File: src/hw/rtl/assert_macros.svh
// Assertion macros shared by the RTL of the heart-rate peak detector.
// Synthesis builds define SYNTH, and the macros then expand to nothing.
`ifndef ASSERT_MACROS_SVH
`define ASSERT_MACROS_SVH
`ifndef SYNTH
`define ASSERT_PROP(lbl, clk, rst_n, prop) \
    lbl: assert property (@(posedge clk) disable iff (!rst_n) (prop)) \
        else $error("assertion failed");
`define ASSERT_IMPLY(lbl, clk, rst_n, ante, cons) \
    lbl: assert property (@(posedge clk) disable iff (!rst_n) (ante) |-> (cons)) \
        else $error("implication failed");
`else
`define ASSERT_PROP(lbl, clk, rst_n, prop)
`define ASSERT_IMPLY(lbl, clk, rst_n, ante, cons)
`endif
`endif

File: src/hw/rtl/hrpd_pkg.sv
// Package for the heart-rate peak detector: widths, reset values and the
// divider request and response types. Depends on nothing.
`timescale 1ns / 1ps
package hrpd_pkg;
    localparam int SAMPLE_W     = 16;
    localparam int TIME_W       = 32;
    localparam int RATE_W       = 16;
    localparam int CFG_W        = 16;
    localparam int CFG_ADDR_W   = 2;
    localparam int DIV_W        = 24;
    localparam int DVS_W        = 16;
    localparam int SAMPLE_TAPS_DEF = 5;
    localparam int RATE_TAPS_DEF   = 5;

    localparam logic [CFG_ADDR_W-1:0] REG_PEAK_THRESHOLD = 2'd0;
    localparam logic [CFG_ADDR_W-1:0] REG_MIN_INTERVAL   = 2'd1;
    localparam logic [CFG_ADDR_W-1:0] REG_MAX_INTERVAL   = 2'd2;

    localparam logic [CFG_W-1:0] THRESHOLD_RESET = 16'd20000;
    localparam logic [CFG_W-1:0] MIN_INT_RESET   = 16'd300;
    localparam logic [CFG_W-1:0] MAX_INT_RESET   = 16'd2000;

    // 60000 beats per minute-milliseconds, scaled by 256 for Q8.8.
    localparam logic [DIV_W-1:0] RATE_NUMERATOR = 24'd15360000;

    typedef struct packed {
        logic             start;
        logic [DIV_W-1:0] dividend;
        logic [DVS_W-1:0] divisor;
    } t_div_req;

    typedef struct packed {
        logic             done;
        logic [DIV_W-1:0] quotient;
    } t_div_rsp;
endpackage

File: src/hw/rtl/hrpd_divider.sv
// Bit-serial restoring divider, one quotient bit per cycle.
// Depends on hrpd_pkg for widths and the request and response types.
`timescale 1ns / 1ps
module hrpd_divider (
    input  logic               i_clk,
    input  logic               i_rst_n,
    input  hrpd_pkg::t_div_req i_req,
    output hrpd_pkg::t_div_rsp o_rsp
);
    localparam int DIV_W = hrpd_pkg::DIV_W;
    localparam int DVS_W = hrpd_pkg::DVS_W;
    localparam int CNT_W = $clog2(DIV_W);

    logic             r_busy;
    logic [CNT_W-1:0] r_cnt;
    logic [DVS_W-1:0] r_rem;
    logic [DIV_W-1:0] r_quo;
    logic [DVS_W-1:0] r_div;
    logic             r_done;
    logic [DVS_W:0]   n_trial;
    logic             n_ge;
    logic [DVS_W:0]   n_diff;

    always_comb begin
        n_trial = {r_rem, r_quo[DIV_W-1]};
        n_ge    = n_trial >= {1'b0, r_div};
        n_diff  = n_trial - {1'b0, r_div};
    end

    always_ff @(posedge i_clk) begin
        if (!i_rst_n) begin
            r_busy <= 1'b0;
            r_done <= 1'b0;
            r_cnt  <= '0;
        end else begin
            r_done <= 1'b0;
            if (i_req.start) begin
                r_busy <= 1'b1;
                r_cnt  <= '0;
                r_rem  <= '0;
                r_quo  <= i_req.dividend;
                r_div  <= i_req.divisor;
            end else if (r_busy) begin
                r_rem <= n_ge ? n_diff[DVS_W-1:0] : n_trial[DVS_W-1:0];
                r_quo <= {r_quo[DIV_W-2:0], n_ge};
                r_cnt <= r_cnt + CNT_W'(1);
                if (r_cnt == CNT_W'(DIV_W - 1)) begin
                    r_busy <= 1'b0;
                    r_done <= 1'b1;
                end
            end
        end
    end

    assign o_rsp.done     = r_done;
    assign o_rsp.quotient = r_quo;
endmodule

File: src/hw/rtl/heart_rate_peak_detector.sv
// Top level of the heart-rate peak detector: sample smoothing, peak tracking
// and beat-rate averaging around one shared serial divider.
// Depends on hrpd_pkg, hrpd_divider and assert_macros.svh.
//
// Usage: each input beat on the s_ channel carries one infrared sample and
// its millisecond timestamp. Every input beat produces exactly one output
// beat on the m_ channel with the rate flag in m_tuser and the raw rate,
// smoothed rate and filtered sample in m_tdata. Registers are written
// through i_cfg_we, i_cfg_addr and i_cfg_wdata while the block is idle;
// the user must keep to this, as the block itself does not enforce it. The
// block takes no new sample until the result of the last one has gone to the
// output register; s_tready rises together with m_tvalid. The shared serial
// divider sets the pace: it computes one quotient (load, shift-subtract steps,
// done) for the moving average and two more for a counted beat.
// Reset clears both history rings, the peak state and the last-peak timestamp,
// and loads the registers with their default values; no clearing pass is needed.
// When the receiver stalls, the finished result waits in the output
// register and a further sample is still taken; the block then holds its
// next result until the output register is free.
`timescale 1ns / 1ps
`include "assert_macros.svh"
module heart_rate_peak_detector #(
    parameter int SAMPLE_TAPS = hrpd_pkg::SAMPLE_TAPS_DEF,
    parameter int RATE_TAPS   = hrpd_pkg::RATE_TAPS_DEF
) (
    input  logic                           i_clk,
    input  logic                           i_rst_n,
    input  logic                           s_tvalid,
    output logic                           s_tready,
    // Fields from bit 0: sample[15:0], time_ms[47:16].
    input  logic [47:0]                    s_tdata,
    output logic                           m_tvalid,
    input  logic                           m_tready,
    // Fields from bit 0: raw_rate[15:0], smoothed_rate[31:16],
    // filtered_sample[47:32].
    output logic [47:0]                    m_tdata,
    // Fields from bit 0: beat_valid[0].
    output logic                           m_tuser,
    input  logic                           i_cfg_we,
    input  logic [hrpd_pkg::CFG_ADDR_W-1:0] i_cfg_addr,
    input  logic [hrpd_pkg::CFG_W-1:0]      i_cfg_wdata
);
    localparam int SW     = hrpd_pkg::SAMPLE_W;
    localparam int TW     = hrpd_pkg::TIME_W;
    localparam int RW     = hrpd_pkg::RATE_W;
    localparam int DIV_W  = hrpd_pkg::DIV_W;
    localparam int DVS_W  = hrpd_pkg::DVS_W;
    localparam int SPOS_W = (SAMPLE_TAPS > 1) ? $clog2(SAMPLE_TAPS) : 1;
    localparam int RPOS_W = (RATE_TAPS > 1) ? $clog2(RATE_TAPS) : 1;
    localparam int SSUM_W = SW + $clog2(SAMPLE_TAPS);
    localparam int RSUM_W = RW + $clog2(RATE_TAPS);
    localparam int RCNT_W = $clog2(RATE_TAPS + 1);

    typedef enum logic [2:0] {
        S_IDLE, S_FILT, S_DET, S_CHK, S_RATE, S_SMST, S_SMOOTH, S_DONE
    } t_state;

    t_state                    r_state;
    logic [hrpd_pkg::CFG_W-1:0] r_threshold;
    logic [hrpd_pkg::CFG_W-1:0] r_min_int;
    logic [hrpd_pkg::CFG_W-1:0] r_max_int;
    logic [SW-1:0]             r_sring [SAMPLE_TAPS];
    logic [SPOS_W-1:0]         r_spos;
    logic [SSUM_W-1:0]         r_ssum;
    logic [RW-1:0]             r_rring [RATE_TAPS];
    logic [RPOS_W-1:0]         r_rpos;
    logic [RSUM_W-1:0]         r_rsum;
    logic [RCNT_W-1:0]         r_rcnt;
    logic [SW-1:0]             r_prev;
    logic                      r_in_peak;
    logic [TW-1:0]             r_last_peak;
    logic [TW-1:0]             r_time;
    logic [TW-1:0]             r_interval;
    logic                      r_beat_start;
    logic [SW-1:0]             r_filt;
    logic                      r_beat;
    logic [RW-1:0]             r_raw;
    logic [RW-1:0]             r_smooth;
    logic                      r_out_valid;
    logic                      r_out_beat;
    logic [47:0]               r_out_data;
    hrpd_pkg::t_div_req        r_div_req;
    hrpd_pkg::t_div_rsp        w_div_rsp;

    logic [SW-1:0]     n_sample;
    logic [SW-1:0]     n_sold;
    logic [SSUM_W-1:0] n_ssum;
    logic [RW-1:0]     n_rold;
    logic [RW-1:0]     n_raw;
    logic              n_start;
    logic              n_in_range;

    hrpd_divider u_divider (
        .i_clk   (i_clk),
        .i_rst_n (i_rst_n),
        .i_req   (r_div_req),
        .o_rsp   (w_div_rsp)
    );

    always_comb begin
        n_sample   = s_tdata[SW-1:0];
        n_sold     = r_sring[r_spos];
        n_ssum     = r_ssum - SSUM_W'(n_sold) + SSUM_W'(n_sample);
        n_rold     = r_rring[r_rpos];
        n_raw      = (|w_div_rsp.quotient[DIV_W-1:RW]) ? {RW{1'b1}}
                                                        : w_div_rsp.quotient[RW-1:0];
        n_start    = (r_filt > r_prev) && !r_in_peak && (r_filt > r_threshold);
        n_in_range = (r_interval > TW'(r_min_int)) && (r_interval < TW'(r_max_int));
    end

    always_ff @(posedge i_clk) begin
        if (!i_rst_n) begin
            r_state     <= S_IDLE;
            r_threshold <= hrpd_pkg::THRESHOLD_RESET;
            r_min_int   <= hrpd_pkg::MIN_INT_RESET;
            r_max_int   <= hrpd_pkg::MAX_INT_RESET;
            for (int i = 0; i < SAMPLE_TAPS; i++) begin
                r_sring[i] <= '0;
            end
            for (int i = 0; i < RATE_TAPS; i++) begin
                r_rring[i] <= '0;
            end
            r_spos          <= '0;
            r_ssum          <= '0;
            r_rpos          <= '0;
            r_rsum          <= '0;
            r_rcnt          <= '0;
            r_prev          <= '0;
            r_in_peak       <= 1'b0;
            r_last_peak     <= '0;
            r_smooth        <= '0;
            r_out_valid     <= 1'b0;
            r_div_req.start <= 1'b0;
        end else begin
            r_div_req.start <= 1'b0;
            if (i_cfg_we) begin
                case (i_cfg_addr)
                    hrpd_pkg::REG_PEAK_THRESHOLD: r_threshold <= i_cfg_wdata;
                    hrpd_pkg::REG_MIN_INTERVAL:   r_min_int   <= i_cfg_wdata;
                    hrpd_pkg::REG_MAX_INTERVAL:   r_max_int   <= i_cfg_wdata;
                    default: ;
                endcase
            end
            if (r_out_valid && m_tready) begin
                r_out_valid <= 1'b0;
            end
            case (r_state)
                S_IDLE: begin
                    if (s_tvalid) begin
                        r_sring[r_spos]    <= n_sample;
                        r_spos             <= (r_spos == SPOS_W'(SAMPLE_TAPS - 1))
                                              ? '0 : r_spos + SPOS_W'(1);
                        r_ssum             <= n_ssum;
                        r_time             <= s_tdata[SW +: TW];
                        r_div_req.start    <= 1'b1;
                        r_div_req.dividend <= DIV_W'(n_ssum);
                        r_div_req.divisor  <= DVS_W'(SAMPLE_TAPS);
                        r_state            <= S_FILT;
                    end
                end
                S_FILT: begin
                    if (w_div_rsp.done) begin
                        r_filt  <= w_div_rsp.quotient[SW-1:0];
                        r_state <= S_DET;
                    end
                end
                S_DET: begin
                    r_beat_start <= n_start;
                    r_interval   <= r_time - r_last_peak;
                    if (n_start) begin
                        r_in_peak   <= 1'b1;
                        r_last_peak <= r_time;
                    end else if (r_filt < r_prev) begin
                        r_in_peak <= 1'b0;
                    end
                    r_prev  <= r_filt;
                    r_state <= S_CHK;
                end
                S_CHK: begin
                    r_raw <= '0;
                    if (r_beat_start && n_in_range) begin
                        r_beat             <= 1'b1;
                        r_div_req.start    <= 1'b1;
                        r_div_req.dividend <= hrpd_pkg::RATE_NUMERATOR;
                        r_div_req.divisor  <= r_interval[DVS_W-1:0];
                        r_state            <= S_RATE;
                    end else begin
                        r_beat  <= 1'b0;
                        r_state <= S_DONE;
                    end
                end
                S_RATE: begin
                    if (w_div_rsp.done) begin
                        r_raw           <= n_raw;
                        r_rring[r_rpos] <= n_raw;
                        r_rpos          <= (r_rpos == RPOS_W'(RATE_TAPS - 1))
                                           ? '0 : r_rpos + RPOS_W'(1);
                        r_rsum          <= r_rsum - RSUM_W'(n_rold) + RSUM_W'(n_raw);
                        r_rcnt          <= r_rcnt + RCNT_W'(1)
                                           - RCNT_W'(n_rold != '0);
                        r_state         <= S_SMST;
                    end
                end
                S_SMST: begin
                    r_div_req.start    <= 1'b1;
                    r_div_req.dividend <= DIV_W'(r_rsum);
                    r_div_req.divisor  <= DVS_W'(r_rcnt);
                    r_state            <= S_SMOOTH;
                end
                S_SMOOTH: begin
                    if (w_div_rsp.done) begin
                        r_smooth <= w_div_rsp.quotient[RW-1:0];
                        r_state  <= S_DONE;
                    end
                end
                S_DONE: begin
                    if (!r_out_valid || m_tready) begin
                        r_out_valid <= 1'b1;
                        r_out_beat  <= r_beat;
                        r_out_data  <= {r_filt, r_smooth, r_raw};
                        r_state     <= S_IDLE;
                    end
                end
                default: begin
                    r_state <= S_IDLE;
                end
            endcase
        end
    end

    assign s_tready = i_rst_n && (r_state == S_IDLE);
    assign m_tvalid = r_out_valid;
    assign m_tdata  = r_out_data;
    assign m_tuser  = r_out_beat;

    `ASSERT_IMPLY(a_done_in_wait, i_clk, i_rst_n, w_div_rsp.done,
        r_state == S_FILT || r_state == S_RATE || r_state == S_SMOOTH)
    `ASSERT_IMPLY(a_no_beat_zero_rate, i_clk, i_rst_n, m_tvalid && !m_tuser,
        m_tdata[15:0] == 16'd0)
    `ASSERT_IMPLY(a_beat_rates_set, i_clk, i_rst_n, m_tvalid && m_tuser,
        m_tdata[15:0] != 16'd0 && m_tdata[31:16] != 16'd0)
    `ASSERT_PROP(a_rate_count_bound, i_clk, i_rst_n, r_rcnt <= RCNT_W'(RATE_TAPS))
endmodule
File: config.mk
export PLATFORM = sky130hd
export DESIGN_NAME = heart_rate_peak_detector
export DESIGN_NICKNAME = d
export VERILOG_FILES = /design/src/hw/rtl/hrpd_pkg.sv /design/src/hw/rtl/hrpd_divider.sv /design/src/hw/rtl/heart_rate_peak_detector.sv
export VERILOG_INCLUDE_DIRS = /design/src /design/src/hw/rtl
export SDC_FILE = /design/constraint.sdc
export NUM_CORES = 1
export LEC_CHECK = 0
export ABC_AREA = 1
export BUFFER_PORTS_ARGS = -buffer_cell sky130_fd_sc_hd__buf_2
export CORE_MARGIN = 2
export CORE_UTILIZATION = 50
export CTS_CLUSTER_SIZE = 40
export DETAILED_ROUTE_END_ITERATION = 8
export PLACE_DENSITY = 0.67
export SLEW_MARGIN = 20
export SYNTH_ARGS = -nofsm -noshare
export SYNTH_HDL_FRONTEND = slang
export SYNTH_SLANG_ARGS = --single-unit
export TNS_END_PERCENT = 5
File: constraint.sdc
create_clock -name i_clk -period 6.65 [get_ports i_clk]
set_input_delay 0.665 -clock i_clk [delete_from_list [all_inputs] [get_ports i_clk]]
set_output_delay 0.665 -clock i_clk [all_outputs]
set_load 0.02 [all_outputs]
Yosys cells after proc, flatten, opt, wreduce, memory -nomap -nowiden
Memory sizes are Yosys's and may differ from the RTL's. A register that Yosys moved wholly into a read port is not among the register bits.
Index checks and enable logic that the tools add are counted.
- logic and storage cells: 157
- flip-flop bits (word level): 415
- RAM bits: 160
- output and inout bits: 51
- memories: 2
- add/subtract/negate cells: 11
- order comparisons: 6
- equality and inequality tests: 18
- bitwise gates (word level): 2
- multiplexer cells: 48
- reduce and logical (&&, ||, !) cells: 39
- memories (memory ; words ; bits a word ; rd ports ; clocked after memory_dff ; write ports ; line ; source):
    r_rring ; 5 ; 16 ; 1 ; 1 ; 5 ; heart_rate_peak_detector.sv:65 ; logic [RW-1:0] r_rring [RATE_TAPS];
    r_sring ; 5 ; 16 ; 1 ; 1 ; 5 ; heart_rate_peak_detector.sv:62 ; logic [SW-1:0] r_sring [SAMPLE_TAPS];
- operators by type and width (kind ; number):
    41-bit one-hot mux with 3 select lines ; 1
    16-bit 2-to-1 mux ; 6
    41-bit 2-to-1 mux ; 2
    24-bit 2-to-1 mux ; 2
    3-bit 2-to-1 mux ; 13
    19-bit by 16-bit adder with 19-bit output ; 2
    19-bit by 16-bit subtractor with 19-bit output ; 2
    16-bit > comparator ; 2
    32-bit by 16-bit > comparator with 1-bit output ; 1
    32-bit by 16-bit < comparator with 1-bit output ; 1
    16-bit one-hot mux with 2 select lines ; 1
    16-bit OR reduction ; 2
    32-bit subtractor ; 1
    3-bit one-hot mux with 8 select lines ; 1
    2-bit AND reduction ; 12
    1-bit 2-to-1 mux ; 21
    3-bit == test, second input constant ; 6
    17-bit by 16-bit greater-or-equal comparator with 1-bit output ; 1
    16-bit < comparator ; 1
    16-bit nonzero test ; 1
    16-bit subtractor ; 1
    3-bit AND reduction ; 4
    3-bit by 1-bit adder with 3-bit output, second input constant ; 3
    8-bit OR reduction ; 1
    other kinds (22) ; 36

Longest topological paths before layout
Gate-level depths: netlist of run 1.
- word-level depth: 6
- mapped depth: 22
- mapped depth without buffers: 21

Modules after synthesis
A second synthesis of run 1 with hierarchy kept.
- cells, all modules: 3674
- area, all modules: 33612.2 um^2
- by module, submodules not included (module ; area an instance (um^2) ; instances ; cells an instance):
    heart_rate_peak_detector ; 29813.6 ; 1 ; 3189
    hrpd_divider ; 3798.6 ; 1 ; 485

Worst setup path before layout of run 1
OpenSTA, ideal clock, no wires.
- path type: input port to flip-flop
- start: input i_rst_n
- end: register r_out_data[0] (netlist: m_tdata[0]), enable pin
- stages on the path: 4
- data required time: 6.134 ns
- library setup time: 0.516 ns
- arrival: 4.510 ns
- path slack: 1.624 ns
- path buffers: 2
- cell sequence: inv_1 > clkbuf_1 > clkbuf_1 > nor3_1
- longest elaborated chain between the ends: 1
- ends and longest elaborated chain (item ; line ; source):
    start, declared ; heart_rate_peak_detector.sv:27 ; input logic i_rst_n,
    3-bit AND reduction (no line) ; n/a ;
    end signal, assigned ; heart_rate_peak_detector.sv:220 ; r_out_data <= {r_filt, r_smooth, r_raw};
    end, declared ; heart_rate_peak_detector.sv:81 ; logic [47:0] r_out_data;
No other way between the ends.
A chain may end at the register's enable or synchronous reset.

==> results.sh, run 1 <==
export IMPL_numClockSinks=673
export IMPL_path_class="flip-flop to flip-flop"
export IMPL_grt_ovfl_total=0
export IMPL_status="finished, final reports clean"
export IMPL_routabilityCongestion=0.904
export IMPL_syn_num_nets=3777
export IMPL_floorplan_initialDensity=0.503
export IMPL_postSynthAreaPerCell_sq_um=9.36
export IMPL_hold_ws_ns=0.222
export IMPL_rows=94
export IMPL_tightestPinTransition_ns=1.07
export IMPL_async_reset_ff_frac=0
export IMPL_fin_nets=3880
export IMPL_dieArea_sq_um=67900
export IMPL_core_area_sq_um=65500
export IMPL_fp_dieW_um=261
export IMPL_setup_viol_count_final=0
export IMPL_yosys_warnings=0
export IMPL_drive_gt1_frac=0.0813
export IMPL_synth_top_area_cell="edfxtp_1"
export IMPL_start_kind="flip-flop"
export IMPL_grt_pass1_wl_um=130000
export IMPL_tns_ns=0
export IMPL_ys_flop_type="edfxtp_1"
export IMPL_die_h_um=261
export IMPL_wl_met1_um=37000
export IMPL_track_usage=0.248
export IMPL_cts_htree_levels=3
export IMPL_grt_pass1_vias=23260
export IMPL_maxSlewViolCount=0
export IMPL_portBuffers=121
export IMPL_cts_buffer_depth=3
export IMPL_final_core_util=0.562
export IMPL_hold_buffers=0
export IMPL_critical_path_max_fanout=64
export IMPL_yosys_area_top_type_share=0.451
export IMPL_wl_met3_um=6290
export IMPL_dr_first_iter_drc_count=2347
export IMPL_synth_seq_area_share=0.560
export IMPL_grt_max_degree=72
export IMPL_wirelength_um=83300
export IMPL_ys_ff_latch=673
export IMPL_dr_total_vias=24473
export IMPL_rsz0062_at_grt="no"
export IMPL_first_pass_iters=5
export IMPL_drc=0
export IMPL_cts_tree="built"
export IMPL_r2r_slack_ns=2.21
export IMPL_worst_ir_drop_vdd_uv=195
export IMPL_finClkSkew_ns=0.0255
export IMPL_top_layer_used="met5"
export IMPL_path_clk_slew_ns=0.06
export IMPL_numCtsBuffers=73
export IMPL_netlist_area_sq_um=32900
export IMPL_end_kind="flip-flop"
export IMPL_dr_wl_met2_um=38000
export IMPL_synth_distinct_cells=46
export IMPL_clock_root_buffer="clkbuf_16"
export IMPL_ant_nets=0
export IMPL_insertion_delay_ns=0.63
export IMPL_cts_resized=0
export IMPL_synthCells=3517
export IMPL_hold_class="primary input to flip-flop"
export IMPL_slew_headroom=0.283
export IMPL_leakagePower_nw=15.3
export IMPL_min_period_ns=4.44
export IMPL_critPathArrivalTime_ns=4.78
export IMPL_fmax_mhz=225
export IMPL_ios=122
export IMPL_syn2layout_area_growth_pct=11.7
export IMPL_maxCapViolCount=0
export IMPL_fill_cells=5707
export IMPL_hpwlAfterDp_um=59000
export IMPL_post_cts_buffers=0
export IMPL_antenna_found_initial=4
export IMPL_hold_violations=0
export IMPL_synth_edf_count=495
export IMPL_synthTopCellsByArea="edfxtp_1, dfxtp_1, nor2_1, nand2_1, ha_1"
export IMPL_period_share=0.668
export IMPL_wl_per_cell_um=18.3
export IMPL_min_delay_start="s_tdata[25]"
export IMPL_power_density_cell_area_nw_per_um2=341
export IMPL_viasPerCell=5.38
export IMPL_required_ns=6.99
[worst paths after layout]
| path | to | cells after the start |
|---|---|---|
| hold / removal | r_time[9] | 1 |
| setup / recovery | r_div_req[32] | 18 |
| hold reg to reg | u_divider.r_div[0] | 0 |
| setup reg to reg | r_div_req[32] | 18 |
[cells in the final DEF (no fill, tap or decap), types with 10 or more instances in the layout]
| cell | Yosys | routed |
|---|---|---|
| nand3b_1 | 10 | 10 |
| inv_1 | 497 | 496 |
| nand3_1 | 71 | 71 |
| o211ai_1 | 28 | 28 |
| clkbuf_1 | 89 | 23 |
| ha_1 | 155 | 155 |
| o21bai_1 | 12 | 12 |
| nor3_1 | 35 | 29 |
| nor2_1 | 542 | 539 |
| dfxtp_1 | 178 | 176 |
| clkbuf_16 | 0 | 74 |
| nand2_1 | 525 | 525 |
| edfxtp_1 | 495 | 495 |
| a21oi_1 | 239 | 237 |
| buf_2 | 21 | 120 |
| xor2_1 | 32 | 32 |
| nand4_1 | 55 | 55 |
| buf_4 | 1 | 31 |
| o21ai_0 | 318 | 316 |
| o22ai_1 | 37 | 37 |
| clkinv_1 | 2 | 16 |
| fa_1 | 34 | 34 |
| a21o_1 | 10 | 10 |
| a31oi_1 | 29 | 28 |
| xnor2_1 | 18 | 18 |
[critical path, stage by stage, from the launching register on]
cell	delay (ns)
dfxtp_2	0.80
clkinv_1	0.15
buf_4	0.34
o21ai_0	0.23
o22ai_1	0.11
nor2_1	0.12
a31oi_1	0.07
fa_1	0.53
inv_1	0.04
ha_1	0.38
a21oi_1	0.11
o21ai_0	0.28
nor2_1	0.11
o21ai_0	0.41
nand2_1	0.14
nand2_1	0.09
nand2_1	0.05
nand3_1	0.09
o21ai_0	0.09
[cell usage after synthesis (2+ instances only)]
cell type,instances
dfxtp_1,178
o221ai_1,9
clkbuf_1,89
a21o_1,10
nor3_1,35
a31oi_1,29
nand3b_1,10
nand4_1,55
nor2_1,542
edfxtp_1,495
nand3_1,71
or2_2,5
nor4_1,5
o22ai_1,37
ha_1,155
buf_2,21
o21ai_0,318
nand2_1,525
nand2_2,5
clkinv_1,2
o211ai_1,28
xnor2_1,18
buf_1,12
inv_2,8
a21boi_0,7
xor2_1,32
o21ai_1,2
a21oi_1,239
nor2_4,5
o21bai_1,12
a211oi_1,7
inv_1,497
o21a_1,5
nor2_2,4
fa_1,34
[logic make-up (layout without fill, tap and decap cells)]
family,after synthesis,after routing,share of synthesized area
buffers and inverters,631,794,0.0731
flip-flops,673,673,0.560
AND/OR/NAND/NOR,1269,1269,0.158
AO/OA/AOI/OAI,705,705,0.116
adder cells (fa/ha/maj),189,189,0.0796
other,0,2,0
XOR/XNOR,50,50,0.0133
[area by class of cell]
cell class | instances | area [sq um] | area share
Clock inverter | 34 | 335 | 0.00912
Inverter | 507 | 1900 | 0.0517
Sequential cell | 673 | 18400 | 0.501
Timing Repair Buffer | 152 | 845 | 0.0230
Antenna cell | 2 | 5.00 | 0.000136
Clock buffer | 101 | 1990 | 0.0542
Tap cell | 864 | 1080 | 0.0294
Multi-Input combinational cell | 2213 | 12200 | 0.332
[power by group]
| group | total [mW] | internal (mW) | switching, mW |
|---|---|---|---|
| Sequential | 5.17 | 4.97 | 0.200 |
| Combinational | 3.37 | 1.11 | 2.26 |
| Clock | 3.99 | 2.31 | 1.68 |
[metal layers]
layer  global-route usage  vias up
met1                0.347    11533
met4               0.0733        8
met2                0.395      810
li1                     -    11991
met3               0.0462      131
met5                    0        -
[registers in the layout (all words and copies together), names as in the netlist, 5 cells and up, named ones only]
register and count:
u_divider.r_rem 16, m_tdata 48, r_prev 16, r_time 32
r_max_int 16, r_sring 128, r_threshold 16, u_divider.r_quo 24
r_ssum 19, r_div_req 37, r_smooth 16, r_rsum 19
u_divider.r_cnt 5, r_min_int 16, r_last_peak 32, r_interval 32
r_rring 128, u_divider.r_div 16, r_raw 16, r_filt 16
[through the flow]
stage,power [mW],instances,worst slack [ns],instance area (sq um)
after floorplan,7.63,3517,1.62,32900
after global placement,8.52,4408,2.06,34400
after detailed placement,8.56,4408,2.05,34400
after CTS,12.5,4543,2.17,36800
after global routing,13.3,4544,1.69,36800
final,12.5,4546,2.21,36800
No activity file was read; power rests on OpenSTA's default activity.
==> run 2, diff against run 1 <==
Settings changed: PLACE_DENSITY 0.67 to 0.69.
Clock period 6.65 ns to 3.96 ns, I/O delays scaled along.
==> results.sh, run 2 (same netlist as run 1, synthesis figures left out) <==
export IMPL_status="finished, final reports clean"
export IMPL_final_cell_area_sq_um=37700
export IMPL_crit_buf_inv=3
export IMPL_fp_dieW_um=261
export IMPL_grt_pass1_vias=23978
export IMPL_hpwlAfterDp_um=60800
export IMPL_setup_ws_ns=0.317
export IMPL_track_usage=0.255
export IMPL_rsz0062_at_grt="yes"
export IMPL_dp_slack_ns=0.308
export IMPL_tightestPinTransition_ns=0.975
export IMPL_fill_cells=5642
export IMPL_insertion_delay_ns=0.61
export IMPL_ios=122
export IMPL_slew_headroom=0.349
export IMPL_leakagePower_nw=15.8
export IMPL_start_kind="flip-flop"
export IMPL_place_area_sq_um=34900
export IMPL_dieArea_sq_um=67900
export IMPL_final_common_cell="nor2_1"
export IMPL_rows=94
export IMPL_power_density_cell_area_nw_per_um2=565
export IMPL_grt_ovfl_total=0
export IMPL_crit_family="compound AO/OA/AOI/OAI gates"
export IMPL_drc=0
export IMPL_cp_slowest_cell="fa_1"
export IMPL_final_cell_mix="nor2_1, nand2_1, inv_1, edfxtp_1, o21ai_0"
export IMPL_path_class="flip-flop to flip-flop"
export IMPL_antenna_found_initial=3
export IMPL_routabilityCongestion=0.937
export IMPL_critical_path_max_fanout=19
export IMPL_max_stage_delay_ns=0.56
export IMPL_maxCapViolCount=0
export IMPL_wirelength_um=86100
export IMPL_die_h_um=261
export IMPL_finClkSkew_ns=0.0229
export IMPL_syn2layout_area_growth_pct=14.5
export IMPL_floorplan_initialDensity=0.503
export IMPL_dr_first_iter_drc_count=2686
export IMPL_cts_htree_levels=3
export IMPL_setup_viol_count_final=0
export IMPL_first_pass_iters=8
export IMPL_portBuffers=121
export IMPL_tns_ns=0
export IMPL_wl_per_cell_um=18.5
export IMPL_maxSlewViolCount=0
export IMPL_hold_violations=0
export IMPL_end_kind="flip-flop"
export IMPL_cts_buffer_depth=3
export IMPL_drive_gt1_frac=0.0977
export IMPL_viasPerCell=5.45
export IMPL_path_clk_slew_ns=0.07
export IMPL_ant_nets=0
export IMPL_crit_top_cell="nand2_1"
export IMPL_fmax_mhz=275
export IMPL_fin_nets=3980
export IMPL_period_share=0.920
export IMPL_grt_max_degree=78
export IMPL_clock_root_buffer="clkbuf_16"
export IMPL_core_area_sq_um=65500
export IMPL_path_cells="inv_2 > buf_4 > o21ai_0 > o22ai_1 > o21ai_0 > fa_1 > ha_1 > nand2_1 > nand2_1 > a21boi_0 > nor2_1 > nor3_1 > nand2_1 > nand2_1 > nand2_1 > o21ai_0 > inv_1"
export IMPL_critPathArrivalTime_ns=4.15
export IMPL_numCtsBuffers=71
export IMPL_hold_class="primary input to flip-flop"
export IMPL_required_ns=4.46
export IMPL_numClockSinks=673
export IMPL_grt_pass1_wl_um=134000
export IMPL_dr_total_vias=25284
export IMPL_min_period_ns=3.64
export IMPL_cts_tree="built"
export IMPL_worst_ir_drop_vdd_uv=357
run 2: cell types whose count changed in the layout (fill, tap and decap cells not counted), moves of 8 or more:
| cell | before | now |
|---|---|---|
| clkinv_1 | 16 | 8 |
| clkinv_2 | 7 | 16 |
| buf_4 | 31 | 87 |
| dlygate4sd3_1 | 0 | 45 |
| clkbuf_1 | 23 | 15 |
run 2: path summary, 6_finish.rpt:
kind           startpoint                  to  slack (ns)  cells past startpoint
max             flip-flop          r_rsum[16]        0.32                     17
min           s_tdata[13]      r_sring[6][13]        0.04                      1
max reg2reg     flip-flop          r_rsum[16]        0.32                     17
min reg2reg  r_div_req[5]  u_divider.r_div[5]        0.41                      0
run 2: area by class of cell:
class | instances | area (sq um) | share of cell area
sequential | 673 | 18400 | 0.489
multi-input combinational | 2213 | 12200 | 0.323
clock buffer | 93 | 1960 | 0.0521
inverter | 507 | 1900 | 0.0505
timing repair buffer | 254 | 1740 | 0.0463
tap | 864 | 1080 | 0.0287
clock inverter | 38 | 395 | 0.0105
antenna | 1 | 2.50 | 0.0000664
run 2: routing by layer:
layer | vias up | track usage | share of wire
met4 | 4 | 0.0738 | 0.022
li1 | 12207 | - | -
met2 | 934 | 0.414 | 0.46
met3 | 134 | 0.0359 | 0.079
met5 | - | 0 | 0.00031
met1 | 12005 | 0.358 | 0.44
run 2: metrics by stage:
| step | hold slack, ns | total power, mW | util | instances |
|---|---|---|---|---|
| 2_1_floorplan | 0.400 | 12.8 | - | 3517 |
| 4_1_cts | 0.0172 | 21.3 | 0.575 | 4642 |
| 6_report | 0.0404 | 21.3 | 0.576 | 4643 |
| 3_3_place_gp | 0.403 | 14.4 | 0.533 | 4466 |
| 3_5_place_dp | 0.405 | 14.5 | 0.533 | 4466 |
| 5_1_grt | 0.0331 | 22.5 | 0.576 | 4642 |
run 2: worst register-to-register path, stage by stage (launching register included):
cell      delay, ns
dfxtp_2        0.34
inv_2          0.14
buf_4          0.23
o21ai_0        0.18
o22ai_1        0.09
o21ai_0        0.49
fa_1           0.57
ha_1           0.37
nand2_1        0.08
nand2_1        0.07
a21boi_0       0.32
nor2_1         0.09
nor3_1         0.16
nand2_1        0.09
nand2_1        0.06
nand2_1        0.04
o21ai_0        0.17
inv_1          0.06
run 2: timing repair:
item / in CTS / in global routing
endpoints found under the hold margin: 71 / 0
resized for setup: 0 / 4
endpoints found under the setup margin: 0 / 8
buffers inserted: 0 / 0
hold buffers: 45 / 0
run 2: report_power, final:
group	leakage [nW]	internal [mW]	switching, mW
Sequential	6.17	8.35	0.310
Clock	1.16	3.98	2.79
Combinational	8.48	2.01	3.86
Total	15.8	14.3	6.97
